--- config.mk ---
export PLATFORM = sky130hd
export DESIGN_NAME = version_string_compare
export DESIGN_NICKNAME = d
export VERILOG_FILES = /design/src/rtl/vsc_pkg.sv /design/src/rtl/version_string_compare.sv /design/src/rtl/vsc_parse.sv /design/src/rtl/vsc_ref_cmp.sv
export SDC_FILE = /design/constraint.sdc
export NUM_CORES = 1
export LEC_CHECK = 0
export BUFFER_PORTS_ARGS = -buffer_cell sky130_fd_sc_hd__buf_2
export CELL_PAD_IN_SITES_DETAIL_PLACEMENT = 1
export CELL_PAD_IN_SITES_GLOBAL_PLACEMENT = 1
export CORE_AREA = 2 2 142 213
export CTS_CLUSTER_SIZE = 40
export DETAILED_ROUTE_END_ITERATION = 8
export DIE_AREA = 0 0 144 215
export GPL_ROUTABILITY_DRIVEN = 0
export HOLD_SLACK_MARGIN = 0.1
export PLACE_DENSITY = 0.82
export SETUP_SLACK_MARGIN = 0.2
export SKIP_CTS_REPAIR_TIMING = 1
export SYNTH_ARGS = -nofsm -noshare
export SYNTH_HDL_FRONTEND = slang
export SYNTH_SLANG_ARGS = --single-unit
export TNS_END_PERCENT = 50
--- constraint.sdc ---
create_clock -name clk -period 6.61 [get_ports clk]
set_clock_uncertainty 0.2 [all_clocks]
set_input_delay 0.661 -clock clk [delete_from_list [all_inputs] [get_ports clk]]
set_output_delay 0.661 -clock clk [all_outputs]
set_load 0.05 [all_outputs]
--- src/rtl/vsc_pkg.sv ---
// Package for the version string compare block: parse phase type,
// character codes and the status struct between parser and comparator.
// No dependencies.
package vsc_pkg;

  // Parse phase, one-hot
  typedef enum logic [8:0] {
    PH_START     = 9'b000000001,
    PH_MAJ_FIRST = 9'b000000010,
    PH_MAJ       = 9'b000000100,
    PH_MIN_FIRST = 9'b000001000,
    PH_MIN       = 9'b000010000,
    PH_PAT_FIRST = 9'b000100000,
    PH_PAT       = 9'b001000000,
    PH_DONE      = 9'b010000000,
    PH_BAD       = 9'b100000000
  } phase_t;

  localparam logic [7:0] CH_NUL   = 8'h00;
  localparam logic [7:0] CH_ZERO  = 8'h30;
  localparam logic [7:0] CH_NINE  = 8'h39;
  localparam logic [7:0] CH_LOW_V = 8'h76;
  localparam logic [7:0] CH_UP_V  = 8'h56;
  localparam logic [7:0] CH_DOT   = 8'h2E;
  localparam logic [7:0] CH_PLUS  = 8'h2B;

  localparam logic FUNC_REF  = 1'b0;
  localparam logic FUNC_CAND = 1'b1;

  // End-of-string status from parser to comparator
  typedef struct packed {
    logic ref_end;   // NUL of a reference string taken this cycle
    logic cand_end;  // NUL of a candidate string taken this cycle
    logic valid;     // string parsed as a valid version
    logic pre;       // valid and carries a prerelease suffix
  } parse_stat_t;

endpackage

--- src/rtl/version_string_compare.sv ---
// Version string compare, top level: input register, parser, reference
// compare and result register. A beat is parsed from the input register; a
// candidate NUL there loads its result into the result register on out_*.
// Throughput: one character beat per cycle, limited by the parse step (one
// times-ten add per cycle on the phase/accumulator loop); a candidate NUL stalls
// while the result register is full. Reset: rst_n synchronous active low; clears
// parse state, drops the held reference and empties both pipeline registers.
module version_string_compare #(
  parameter int unsigned COMPONENT_BITS = 32
) (
  input  logic       clk,
  input  logic       rst_n,
  // character stream
  input  logic       in_tvalid,
  output logic       in_tready,
  input  logic [7:0] in_tdata,   // [7:0] ch
  input  logic [0:0] in_tuser,   // [0] func: 0 reference, 1 candidate
  // compare results, one per candidate string
  output logic       out_tvalid,
  input  logic       out_tready,
  output logic [7:0] out_tdata   // [0] newer, [1] reference_valid,
                                 // [2] candidate_valid, [3] candidate_prerelease,
                                 // [7:4] zero
);
  import vsc_pkg::*;

  logic                      s1_valid_r;
  logic [7:0]                s1_ch_r;
  logic                      s1_func_r;
  logic                      out_valid_r;
  logic [3:0]                out_data_r;
  logic                      emits, out_free, go;
  parse_stat_t               stat;
  logic [COMPONENT_BITS-1:0] major, minor, patch;
  logic [3:0]                result;

  // Only a candidate NUL produces a result beat; every other character is
  // absorbed by the parser and never waits on the output side.
  assign emits     = (s1_ch_r == CH_NUL) && (s1_func_r == FUNC_CAND);
  assign out_free  = !out_valid_r || out_tready;
  assign go        = s1_valid_r && (!emits || out_free);
  assign in_tready = !s1_valid_r || go;

  // input register
  always_ff @(posedge clk) begin
    if (!rst_n) begin
      s1_valid_r <= 1'b0;
    end else if (in_tready) begin
      s1_valid_r <= in_tvalid;
    end
  end

  always_ff @(posedge clk) begin
    if (in_tready && in_tvalid) begin
      s1_ch_r   <= in_tdata;
      s1_func_r <= in_tuser[0];
    end
  end

  vsc_parse #(
    .COMPONENT_BITS(COMPONENT_BITS)
  ) u_parse (
    .clk   (clk),
    .rst_n (rst_n),
    .go    (go),
    .func  (s1_func_r),
    .ch    (s1_ch_r),
    .stat  (stat),
    .major (major),
    .minor (minor),
    .patch (patch)
  );

  vsc_ref_cmp #(
    .COMPONENT_BITS(COMPONENT_BITS)
  ) u_ref_cmp (
    .clk    (clk),
    .rst_n  (rst_n),
    .stat   (stat),
    .major  (major),
    .minor  (minor),
    .patch  (patch),
    .result (result)
  );

  // result register
  always_ff @(posedge clk) begin
    if (!rst_n) begin
      out_valid_r <= 1'b0;
    end else if (stat.cand_end) begin
      out_valid_r <= 1'b1;
    end else if (out_tready) begin
      out_valid_r <= 1'b0;
    end
  end

  always_ff @(posedge clk) begin
    if (stat.cand_end) begin
      out_data_r <= result;
    end
  end

  assign out_tvalid = out_valid_r;
  assign out_tdata  = {4'b0000, out_data_r};

  // a stalled character stays in the input register
  a_s1_hold: assert property (@(posedge clk) disable iff (!rst_n)
    s1_valid_r && !go |=> s1_valid_r && $stable(s1_ch_r) && $stable(s1_func_r))
    else $error("input register lost a stalled beat");

  // a result is only loaded when the output slot is free
  a_no_overwrite: assert property (@(posedge clk) disable iff (!rst_n)
    stat.cand_end |-> out_free)
    else $error("result register overwritten");

  // newer needs both versions valid; prerelease needs a valid candidate
  a_flags: assert property (@(posedge clk) disable iff (!rst_n)
    out_valid_r |-> (!out_data_r[0] || (out_data_r[1] && out_data_r[2]))
                    && (!out_data_r[3] || out_data_r[2]))
    else $error("inconsistent result flags");

endmodule

--- src/rtl/vsc_parse.sv ---
// Character parser: one-hot phase register and major/minor/patch accumulators.
// Depends on vsc_pkg.
module vsc_parse #(
  parameter int unsigned COMPONENT_BITS = 32
) (
  input  logic                      clk,
  input  logic                      rst_n,
  input  logic                      go,
  input  logic                      func,
  input  logic [7:0]                ch,
  output vsc_pkg::parse_stat_t      stat,
  output logic [COMPONENT_BITS-1:0] major,
  output logic [COMPONENT_BITS-1:0] minor,
  output logic [COMPONENT_BITS-1:0] patch
);
  import vsc_pkg::*;

  localparam int unsigned W = COMPONENT_BITS;

  phase_t          phase_r, phase_nxt, eff;
  logic [W-1:0]    major_r, major_nxt;
  logic [W-1:0]    minor_r, minor_nxt;
  logic [W-1:0]    patch_r, patch_nxt;
  logic            pre_r, pre_nxt;
  logic            is_digit, is_nul, valid;
  logic [W-1:0]    acc;
  logic [W+3:0]    acc_x, mul10;
  logic            ovf;

  assign is_digit = (ch >= CH_ZERO) && (ch <= CH_NINE);
  assign is_nul   = (ch == CH_NUL);
  assign valid    = (phase_r == PH_PAT) || (phase_r == PH_DONE);

  // a leading v/V is skipped, anything else parses as the first major char
  assign eff = ((phase_r == PH_START) && (ch != CH_LOW_V) && (ch != CH_UP_V))
               ? PH_MAJ_FIRST : phase_r;

  // one shared times-ten-plus-digit unit; overflow when the top bits are set
  always_comb begin
    case (eff)
      PH_MAJ_FIRST, PH_MAJ: acc = major_r;
      PH_MIN_FIRST, PH_MIN: acc = minor_r;
      default:              acc = patch_r;
    endcase
  end
  assign acc_x = {4'b0000, acc};
  assign mul10 = (acc_x << 3) + (acc_x << 1) + {{W{1'b0}}, ch[3:0]};
  assign ovf   = |mul10[W+3:W];

  always_comb begin
    phase_nxt = phase_r;
    major_nxt = major_r;
    minor_nxt = minor_r;
    patch_nxt = patch_r;
    pre_nxt   = pre_r;
    if (is_nul) begin
      phase_nxt = PH_START;
      major_nxt = '0;
      minor_nxt = '0;
      patch_nxt = '0;
      pre_nxt   = 1'b0;
    end else begin
      unique case (eff)
        PH_START: begin
          phase_nxt = PH_MAJ_FIRST;
        end
        PH_MAJ_FIRST, PH_MAJ: begin
          if (is_digit) begin
            phase_nxt = ovf ? PH_BAD : PH_MAJ;
            major_nxt = mul10[W-1:0];
          end else if ((eff == PH_MAJ) && (ch == CH_DOT)) begin
            phase_nxt = PH_MIN_FIRST;
          end else begin
            phase_nxt = PH_BAD;
          end
        end
        PH_MIN_FIRST, PH_MIN: begin
          if (is_digit) begin
            phase_nxt = ovf ? PH_BAD : PH_MIN;
            minor_nxt = mul10[W-1:0];
          end else if ((eff == PH_MIN) && (ch == CH_DOT)) begin
            phase_nxt = PH_PAT_FIRST;
          end else begin
            phase_nxt = PH_BAD;
          end
        end
        PH_PAT_FIRST: begin
          if (is_digit) begin
            phase_nxt = ovf ? PH_BAD : PH_PAT;
            patch_nxt = mul10[W-1:0];
          end else begin
            phase_nxt = PH_BAD;
          end
        end
        PH_PAT: begin
          if (is_digit) begin
            phase_nxt = ovf ? PH_BAD : PH_PAT;
            patch_nxt = mul10[W-1:0];
          end else begin
            pre_nxt   = (ch != CH_PLUS);
            phase_nxt = PH_DONE;
          end
        end
        PH_DONE: begin
          phase_nxt = PH_DONE;
        end
        default: begin
          phase_nxt = PH_BAD;
        end
      endcase
    end
  end

  always_ff @(posedge clk) begin
    if (!rst_n) begin
      phase_r <= PH_START;
      major_r <= '0;
      minor_r <= '0;
      patch_r <= '0;
      pre_r   <= 1'b0;
    end else if (go) begin
      phase_r <= phase_nxt;
      major_r <= major_nxt;
      minor_r <= minor_nxt;
      patch_r <= patch_nxt;
      pre_r   <= pre_nxt;
    end
  end

  assign stat.ref_end  = go && is_nul && (func == FUNC_REF);
  assign stat.cand_end = go && is_nul && (func == FUNC_CAND);
  assign stat.valid    = valid;
  assign stat.pre      = valid && pre_r;
  assign major = major_r;
  assign minor = minor_r;
  assign patch = patch_r;

  // every string end restarts the parse from a clean state
  a_nul_restarts: assert property (@(posedge clk) disable iff (!rst_n)
    go && is_nul |=> (phase_r == PH_START) && !pre_r && (major_r == '0))
    else $error("parser did not restart after string end");

endmodule

--- src/rtl/vsc_ref_cmp.sv ---
// Held reference version and the candidate-versus-reference comparison.
// Depends on vsc_pkg.
module vsc_ref_cmp #(
  parameter int unsigned COMPONENT_BITS = 32
) (
  input  logic                      clk,
  input  logic                      rst_n,
  input  vsc_pkg::parse_stat_t      stat,
  input  logic [COMPONENT_BITS-1:0] major,
  input  logic [COMPONENT_BITS-1:0] minor,
  input  logic [COMPONENT_BITS-1:0] patch,
  output logic [3:0]                result   // newer, ref valid, cand valid, cand pre
);
  import vsc_pkg::*;

  logic [COMPONENT_BITS-1:0] held_major_r, held_minor_r, held_patch_r;
  logic                      held_pre_r, held_valid_r;
  logic                      newer;

  // payload needs no reset: it only matters while held_valid_r is set
  always_ff @(posedge clk) begin
    if (stat.ref_end) begin
      held_major_r <= major;
      held_minor_r <= minor;
      held_patch_r <= patch;
      held_pre_r   <= stat.pre;
    end
  end

  always_ff @(posedge clk) begin
    if (!rst_n) begin
      held_valid_r <= 1'b0;
    end else if (stat.ref_end) begin
      held_valid_r <= stat.valid;
    end
  end

  always_comb begin
    if (!stat.valid || !held_valid_r) begin
      newer = 1'b0;
    end else if (major != held_major_r) begin
      newer = major > held_major_r;
    end else if (minor != held_minor_r) begin
      newer = minor > held_minor_r;
    end else if (patch != held_patch_r) begin
      newer = patch > held_patch_r;
    end else begin
      newer = held_pre_r && !stat.pre;
    end
  end

  assign result = {stat.pre, stat.valid, held_valid_r, newer};

  a_ref_load: assert property (@(posedge clk) disable iff (!rst_n)
    stat.ref_end |=> (held_valid_r == $past(stat.valid)))
    else $error("reference validity not captured");

endmodule
==> metrics.cfg, run 1 <==
[clocking]
total_clock_buffers_created_by_cts = 22
cts-root-buf = clkbuf_16
clock_insertion_delay_worst_skew_ps = 530
clkTransAtPathRegs_ps = 70
clock_tree.buffer_depth = 3
cts_num_sinks = 219
tritoncts = yes
number_of_levels_in_the_clock_h_tree = 1

[die]
pin_count = 23
die_width_um = 144
placeableCoreArea_um2 = 29200
die_area_um2 = 31000
initial_utilization_pct = 44.4
row_count = 77
floorplan_die_height_um = 215

[setup_path]
timing.critical_path.slowest_stage_cell = o41ai_1
cp_class = flip-flop to flip-flop
crit_path_max_fanout = 33
critical_path.startpoint_type = flip-flop
critical_path.max_stage_delay_ps = 760
crit_chain = or4_1 > nor3_2 > a22oi_2 > buf_4 > a222oi_1 > inv_1 > ha_1 > ha_1 > inv_1 > fa_1 > nor2b_1 > o2111ai_1 > a21oi_1 > a21bo_2 > o41ai_1 > xor2_1 > o31ai_1 > and2_1
critical_path.endpoint_type = flip-flop
crit_arrival_ps = 5980
critical_path_required_ps = 6880

[logic_synthesis]
synth.top_cell.area_share_pct = 25.5
syn_area_um2 = 12900
synthesis.instances = 1341
synth_largest_area_cell = edfxtp_1
ys_dominant_reg_cell = edfxtp_1
number_of_enable_type_register_cells_in_the_synthesized_netlist = 110
yosys.cell_types.count = 70
yosys_warnings = 0
synth.ff_latch_count = 219
synth_sequential_area_ratio_pct = 42.4
leading_post_synthesis_cells_by_cell_area = edfxtp_1 26%, dfxtp_1 17%, ha_1 15%
syn_area_per_cell_um2 = 9.66
synth_async_sr_flop_share_pct = 0

[sta]
setup_tns_ps = 0
finalHoldViolations = 0
slew-limit-headroom_pct = 31.5
clock.fmax_mhz = 175
number_of_max_slew_violations_in_the_final_report = 0
finalHoldWorstSlack_ps = 113
finalWorstPathRequiredPeriod_ps = 5710
setup_repair_after_global_routing_missed_its_margin = no
setup_violations = 0
min_period_over_period_pct = 86.4
worst-slew-pin-transition_ps = 1020

[job]
maxCapViolCount = 0

[global_routing]
first_global_vias = 11300
grt_first_pass_wirelength_um = 61800
maximum_number_of_pins_on_one_net_before_global_route_repair = 64
global_route.usage.met2_pct = 45.9
antenna_violations_before_repair = 0
met3_usage_pct = 2.54
busiest_layer = met2
groute.layer.met1.usage_pct = 29.1
track_usage_pct = 25.5
overflow = 0

[route]
drt_drc_violations_left = 0
drt_pass1_iterations = 8
avgRoutedWirePerCell_um = 22.1
overall_routed_net_length_um = 38700
drt.antenna.violating_nets = 0
viasPerCell = 6.07
drt_iter0_markers = 970
dr_total_vias = 10600

[finish]
post_route_cells_drive_above_1_share_pct = 6.21
fill_cells = 3315
multi_input_comb_area_um2 = 6700
layout_stage_area_growth_over_the_synthesis_result_pct = 9.04
most_common_cell_after_layout_fill_and_taps_aside = ha_1
insertedDiodeCount = 0
nets = 1511
seq_area_um2 = 5490
layout.cells.most_common_list = 159 x ha_1, 149 x inv_1, 125 x nand2_1
design_area_um2 = 14100

[run_status]
status = complete, no violations

[pwr]
p_total_w = 0.00276
leakagePower_nw = 6.14
irDropWorstVdd_mv = 0.224
power_density_nw_per_um2 = 195

[placement]
port_buffers = 18
placed_instance_area_um2 = 13400
place_hpwl_um = 29100

[hold_path]
hold_path.class = primary input to flip-flop

==> where the power goes <==
part | total (W) | switching, W | internal (W) | leakage [nW]
Clock | 0.00125 | 0.000545 | 0.000701 | 0.336
Sequential | 0.00143 | 0.00000972 | 0.00142 | 1.92
Combinational | 0.0000793 | 0.0000583 | 0.0000209 | 3.88
==> layer usage <==
metal  share of wire [%]  up-vias
met4                 6.1        0
met5                   0        -
met1                  38     5294
met2                  52      276
li1                    -     4930
met3                 4.1      106
==> cells in the mapped netlist, types with 31 or more instances <==
| master | n |
|---|---|
| ha_1 | 159 |
| a21oi_1 | 51 |
| o21ai_0 | 66 |
| clkbuf_1 | 51 |
| nand3_1 | 64 |
| nor2_1 | 42 |
| edfxtp_1 | 110 |
| a21boi_0 | 49 |
| nand2_1 | 125 |
| inv_1 | 149 |
| a222oi_1 | 31 |
| dfxtp_1 | 109 |
==> critical path, delay by kind of cell, from the launching register on <==
family / cells / cell delay, ps
xor gates and xnor gates: 1 / 270
buffers and inverters: 3 / 470
AOI/OAI and AO/OA: 7 / 2350
DFF: 1 / 420
and+or+nand+nor: 4 / 1230
adders and majority gates: 3 / 680
==> stage by stage <==
stage	util, %	cells	setup slack, ps
global route	48.4	1748	536
CTS	48.4	1748	952
finish	48.4	1748	902
detailed placement	46.0	1708	998
global placement	46.0	1708	1140
floorplan	-	1344	303
==> logic make-up after synthesis <==
logic type / synth area share [%]
simple gates: 15.1
compound gates: 18.7
flops: 42.4
buf+inv: 6.20
fa+ha+maj: 15.7
xor+xnor: 1.76
mux: 0.155
other cells: 0.0290
==> sequential cells by signal, indices dropped and copies added, names as in the netlist, 4 cells and up <==
signal / cells
out_data_r: 4
u_parse.phase_r: 9
s1_ch_r: 8
u_parse.minor: 32
u_parse.major: 32
u_ref_cmp.held_patch_r: 32
u_parse.patch: 32
u_ref_cmp.held_minor_r: 32
u_ref_cmp.held_major_r: 32
==> path summary, 6_finish.rpt <==
check / slack [ps] / startpoint / cells past startpoint / endpoint
min reg2reg: 280 / u_ref_cmp.held_valid_r$_SDFFE_PN0P_ / 0 / out_data_r[1]$_DFFE_PP_
max: 900 / u_parse.phase_r[6]$_SDFFE_PN0P_ / 18 / u_parse.minor[26]$_SDFFE_PN0P_
min: 110 / in_tdata[5] / 1 / s1_ch_r[5]$_DFFE_PP_
max reg2reg: 900 / u_parse.phase_r[6]$_SDFFE_PN0P_ / 18 / u_parse.minor[26]$_SDFFE_PN0P_
==> cell type report <==
| cell class | instances | share of cell area, % |
|---|---|---|
| clock buffer | 32 | 4.46 |
| clock inverter | 8 | 0.487 |
| inverter | 149 | 3.96 |
| multi-input combinational | 915 | 47.4 |
| sequential | 219 | 38.9 |
| tap | 395 | 3.50 |
| timing repair buffer | 30 | 1.29 |
No activity file was read; power rests on OpenSTA's default activity.
==> inputs of run 2 (changes only) <==
- ABC_AREA: not set -> 1
- CORE_AREA: 2 2 142 213 -> 2 2 142 214
- DIE_AREA: 0 0 144 215 -> 0 0 144 216
- PLACE_DENSITY: 0.82 -> 0.83
==> metrics.cfg, run 2 <==
[run_status]
status = complete, no violations

[pwr]
switching_power_w = 0.000637
leakagePower_nw = 6.54
power_switching_share_pct = 23.0
irDropWorstVdd_mv = 0.237
total_internal_power_w = 0.00213
pwr-share-seq_pct = 51.9
clock_share_of_power_pct = 43.4
power_frac_comb_pct = 4.7
power_density_nw_per_um2 = 200

[route]
drt_iter0_markers = 589
viasPerCell = 5.58
drt_pass1_iterations = 4
drt_drc_violations_left = 0
dr_total_vias = 10800
overall_routed_net_length_um = 37300
drt.antenna.violating_nets = 0
avgRoutedWirePerCell_um = 19.3

[global_routing]
met3_usage_pct = 1.64
track_usage_pct = 24.7
grt_first_pass_wirelength_um = 60500
overflow = 0
antenna_violations_before_repair = 0
busiest_layer = met2
global_route.usage.met2_pct = 45.2
maximum_number_of_pins_on_one_net_before_global_route_repair = 91
groute.layer.met1.usage_pct = 29.8
first_global_vias = 11500

[logic_synthesis]
synth_largest_area_cell = edfxtp_1
number_of_enable_type_register_cells_in_the_synthesized_netlist = 110
leading_post_synthesis_cells_by_cell_area = edfxtp_1 26%, dfxtp_1 17%, ha_1 16%
synth_sequential_area_ratio_pct = 43.1
synth_async_sr_flop_share_pct = 0
syn_area_um2 = 12700
syn_area_per_cell_um2 = 8.38
yosys.cell_types.count = 47
synth.ff_latch_count = 219
synthMostInstantiatedCell = nand2_1
synth.top_cell.area_share_pct = 25.9
yosys_warnings = 0
ys_dominant_reg_cell = edfxtp_1
synth_commonest_cells = 276 x nand2_1, 188 x inv_1, 180 x a21oi_1
synthesis.instances = 1520

[clocking]
clkTransAtPathRegs_ps = 70
tritoncts = yes
total_clock_buffers_created_by_cts = 21
cts_num_sinks = 219
cts-root-buf = clkbuf_16
number_of_levels_in_the_clock_h_tree = 1
clock_tree.buffer_depth = 3
clock_insertion_delay_worst_skew_ps = 520

[die]
die_width_um = 144
initial_utilization_pct = 43.6
die_area_um2 = 31100
pin_count = 23
floorplan_die_height_um = 216
row_count = 77
placeableCoreArea_um2 = 29200

[sta]
final_worst_slack_ps = 1370
clock.fmax_mhz = 191
setup_repair_after_global_routing_missed_its_margin = no
finalHoldViolations = 0
slew-limit-headroom_pct = 28.4
worst-slew-pin-transition_ps = 1060
setup_tns_ps = 0
min_period_over_period_pct = 79.3
number_of_max_slew_violations_in_the_final_report = 0
finalWorstPathRequiredPeriod_ps = 5250
setup_violations = 0

[setup_path]
crit_arrival_ps = 5390
critical_path_required_ps = 6760
crit_path_max_fanout = 16
cp_class = flip-flop to flip-flop
critical_path.endpoint_type = flip-flop
critical_path.startpoint_type = flip-flop

[finish]
multi_input_comb_area_um2 = 6280
seq_area_um2 = 5490
layout.cells.most_common_list = 276 x nand2_1, 187 x inv_1, 180 x a21oi_1
layout_stage_area_growth_over_the_synthesis_result_pct = 8.46
most_common_cell_after_layout_fill_and_taps_aside = nand2_1
utilization_pct = 47.3
fill_cells = 3503
nets = 1699
post_route_cells_drive_above_1_share_pct = 5.33
insertedDiodeCount = 0

[hold_path]
hold_path.class = primary input to flip-flop

[placement]
port_buffers = 18
place_hpwl_um = 27000
preCtsSetupSlack_ps = 1590

[job]
maxCapViolCount = 0

## run 2: area by class of cell
class                   count  area share, %
repair buffers             24          0.978
clock buffers              29           4.31
flip-flops and latches    219           39.7
well taps                 395           3.58
inverters                 199           5.43
multi-input cells        1060           45.5
clock inverters             8          0.525
## run 2: power groups by stage
stage               Combinational, W  Clock (W)  Sequential (W)
floorplan                  0.0000875          0         0.00146
global placement            0.000123          0         0.00146
detailed placement          0.000127          0         0.00146
CTS                         0.000130    0.00121         0.00143
global route                0.000142    0.00126         0.00143
finish                      0.000131    0.00120         0.00143
## run 2: logic make-up after synthesis
group	share of synthesized area (%)
and+or+nand+nor	17.0
AOI/OAI and AO/OA	16.2
buffers and inverters	7.72
DFF	43.1
adders and majority gates	15.9
xor gates and xnor gates	0.0688
other	0.0294
## run 2: worst paths after layout
check / cells past startpoint / end / startpoint / slack, ps
setup / recovery: 18 / u_parse.major[29]$_SDFFE_PN0P_ / u_parse.phase_r[8]$_SDFFE_PN0P_ / 1370
hold / removal: 1 / s1_ch_r[0]$_DFFE_PP_ / in_tdata[0] / 130
setup reg to reg: 18 / u_parse.major[29]$_SDFFE_PN0P_ / u_parse.phase_r[8]$_SDFFE_PN0P_ / 1370
hold reg to reg: 0 / u_ref_cmp.held_minor_r[0]$_DFFE_PP_ / u_parse.minor[0]$_SDFFE_PN0P_ / 240
## run 2: metrics by stage
stage	hold slack (ps)	power [W]	cell area, um2	std cells
global route	114	0.00283	13800	1934
global placement	210	0.00159	13100	1897
detailed placement	227	0.00159	13100	1897
CTS	116	0.00278	13800	1934
finish	131	0.00276	13800	1934
floorplan	208	0.00155	12700	1523
## run 2: metal layers
| layer | up-vias | routed length (um) |
|---|---|---|
| li1 | 5200 | - |
| met1 | 5326 | 15300 |
| met2 | 197 | 19700 |
| met3 | 66 | 890 |
| met4 | 0 | 1440 |
| met5 | - | 0 |
## run 2: critical path, cell delays in order (launching register included)
cell and delay, ps:
dfxtp_1 480, inv_2 100, nand4_1 110, nor2_1 80
nor2_1 300, clkinv_1 170, nor2_2 600, inv_1 240
o21ai_0 330, ha_1 290, ha_1 360, a21oi_1 220
o21ai_0 130, a21oi_1 150, nand2_1 150, a31oi_1 310
o21bai_1 140, o21ai_0 500, a21oi_1 190
==> inputs of run 3 (changes only) <==
- ABC_AREA: 1 -> 0
- CORE_AREA: 2 2 142 214 -> 2 2 142 213
- DIE_AREA: 0 0 144 216 -> 0 0 144 215
- PLACE_DENSITY: 0.83 -> 0.82
- clock period: 6.61 -> 4.3 ns (I/O delays scaled with it)
==> metrics.cfg, run 3 (synthesis results as in run 1) <==
[run_status]
status = finished with violations
violated_checks = negative setup slack

[die]
placeableCoreArea_um2 = 29200
die_area_um2 = 31000
initial_utilization_pct = 44.4
floorplan_die_height_um = 215
die_width_um = 144
row_count = 77
pin_count = 23

[sta]
slew-limit-headroom_pct = 19.1
setup_violations = 80
final_worst_slack_ps = -1360
finalWorstPathRequiredPeriod_ps = 5660
clock.fmax_mhz = 177
finalHoldViolations = 0
setup_repair_after_global_routing_missed_its_margin = yes
finalHoldWorstSlack_ps = 252
number_of_max_slew_violations_in_the_final_report = 0
min_period_over_period_pct = 132
worst-slew-pin-transition_ps = 1200

[finish]
layout_stage_area_growth_over_the_synthesis_result_pct = 30.7
most_common_cell_after_layout_fill_and_taps_aside = buf_4
layout.cells.most_common_list = 208 x buf_4, 147 x inv_1, 131 x ha_1
post_route_cells_drive_above_1_share_pct = 27.8
insertedDiodeCount = 0
nets = 1733
design_area_um2 = 16900
final_instance_count_excl_fillers = 1968

[setup_path]
cp_top_family = compound AO/OA/AOI/OAI gates
crit_arrival_ps = 5860
critical_path.endpoint_type = flip-flop
crit_chain = or4_4 > nor3_4 > a22oi_2 > buf_6 > a222oi_1 > inv_1 > buf_4 > ha_1 > ha_4 > buf_4 > a21oi_1 > o21ai_0 > a21oi_2 > a21bo_4 > o41ai_4 > buf_4 > o21ai_2 > xor2_2 > a32o_1
cp_class = flip-flop to flip-flop
worstPathBufferInverterCount = 5
critical_path.max_stage_delay_ps = 570
cpMostUsedCell = buf_4
critical_path.startpoint_type = flip-flop
timing.critical_path.slowest_stage_cell = or4_4
critical_path_required_ps = 4510
crit_path_max_fanout = 7

[placement]
place_hpwl_um = 32300
preCtsSetupSlack_ps = -861
placed_instance_area_um2 = 14800
port_buffers = 18
placed_cells = 1883

[global_routing]
antenna_violations_before_repair = 2
first_global_vias = 12600
track_usage_pct = 28.2
maximum_number_of_pins_on_one_net_before_global_route_repair = 70
overflow = 0
grt_first_pass_wirelength_um = 68100

[route]
overall_routed_net_length_um = 59300
viasPerCell = 6.65
dr_wl_met3_um = 4970
detail_route.wirelength.met1_um = 19600
drt_pass1_iterations = 7
met2_wirelength_um = 29000
drt.antenna.violating_nets = 0
drt_iter0_markers = 1775
top_signal_layer_used = met4
avgRoutedWirePerCell_um = 30.1
dr_total_vias = 13100
drt_drc_violations_left = 0

[pwr]
power_density_nw_per_um2 = 252
leakagePower_nw = 7.42
irDropWorstVdd_mv = 0.328

[clocking]
clock_tree.buffer_depth = 3
total_clock_buffers_created_by_cts = 21
clock_insertion_delay_worst_skew_ps = 540
number_of_levels_in_the_clock_h_tree = 1
cts-root-buf = clkbuf_16
cts_num_sinks = 219
clkTransAtPathRegs_ps = 70
tritoncts = yes

[job]
maxCapViolCount = 0

[hold_path]
hold_path.class = primary input to flip-flop

## run 3: cell types whose count changed in the layout (fill, tap and decap cells not counted), sizes merged, moves of 31 or more
cell | before | now
buf | 24 | 242
nand2 | 276 | 125
a21oi | 181 | 52
nor2 | 143 | 42
o21ai | 132 | 66
inv | 199 | 149
a21boi | 1 | 49
a222oi | 0 | 31
## run 3: through the flow
| stage | power [W] | setup TNS [ps] | utilization (%) |
|---|---|---|---|
| finish | 0.00426 | -56430 | 58.0 |
| floorplan | 0.00233 | -14590 | - |
| detailed placement | 0.00239 | -45810 | 50.7 |
| global route | 0.00433 | -59880 | 58.0 |
| global placement | 0.00238 | -31720 | 50.7 |
| CTS | 0.00416 | -52040 | 52.9 |
## run 3: metal layers
layer  global-route usage (%)  up-vias
li1                         -     5362
met1                     30.5     6394
met2                     50.4      912
met3                     3.77      416
met4                     18.6        0
met5                        0        -
## run 3: worst paths after layout
kind / start / end / slack [ps] / cells after the start
worst max register to register: u_parse.phase_r[6]$_SDFFE_PN0P_ / u_parse.patch[30]$_SDFFE_PN0P_ / -1360 / 19
worst min register to register: u_ref_cmp.held_valid_r$_SDFFE_PN0P_ / out_data_r[1]$_DFFE_PP_ / 280 / 0
worst max-delay path: u_parse.phase_r[6]$_SDFFE_PN0P_ / u_parse.patch[30]$_SDFFE_PN0P_ / -1360 / 19
worst min-delay path: rst_n / u_parse.patch[26]$_SDFFE_PN0P_ / 250 / 2
## run 3: worst register-to-register path, delay by kind of cell, from the launching register on
family,cells,cell delay [ps]
AOI/OAI and AO/OA,9,2490
buffers and inverters,5,1050
and+or+nand+nor,2,740
adders and majority gates,2,510
DFF,1,340
xor gates and xnor gates,1,210
## run 3: cell type report
| type | count | area [um2] |
|---|---|---|
| inverters | 149 | 559 |
| clock buffers | 29 | 566 |
| well taps | 395 | 494 |
| multi-input cells | 915 | 7790 |
| fillers | 3097 | 12300 |
| flip-flops and latches | 219 | 5490 |
| clock inverters | 8 | 65.1 |
| repair buffers | 253 | 1950 |
## run 3: where the power goes
group / total [W] / internal (W) / switching (W)
logic: 0.000217 / 0.0000812 / 0.000136
clock network: 0.00186 / 0.000982 / 0.000873
registers: 0.00219 / 0.00218 / 0.00000916
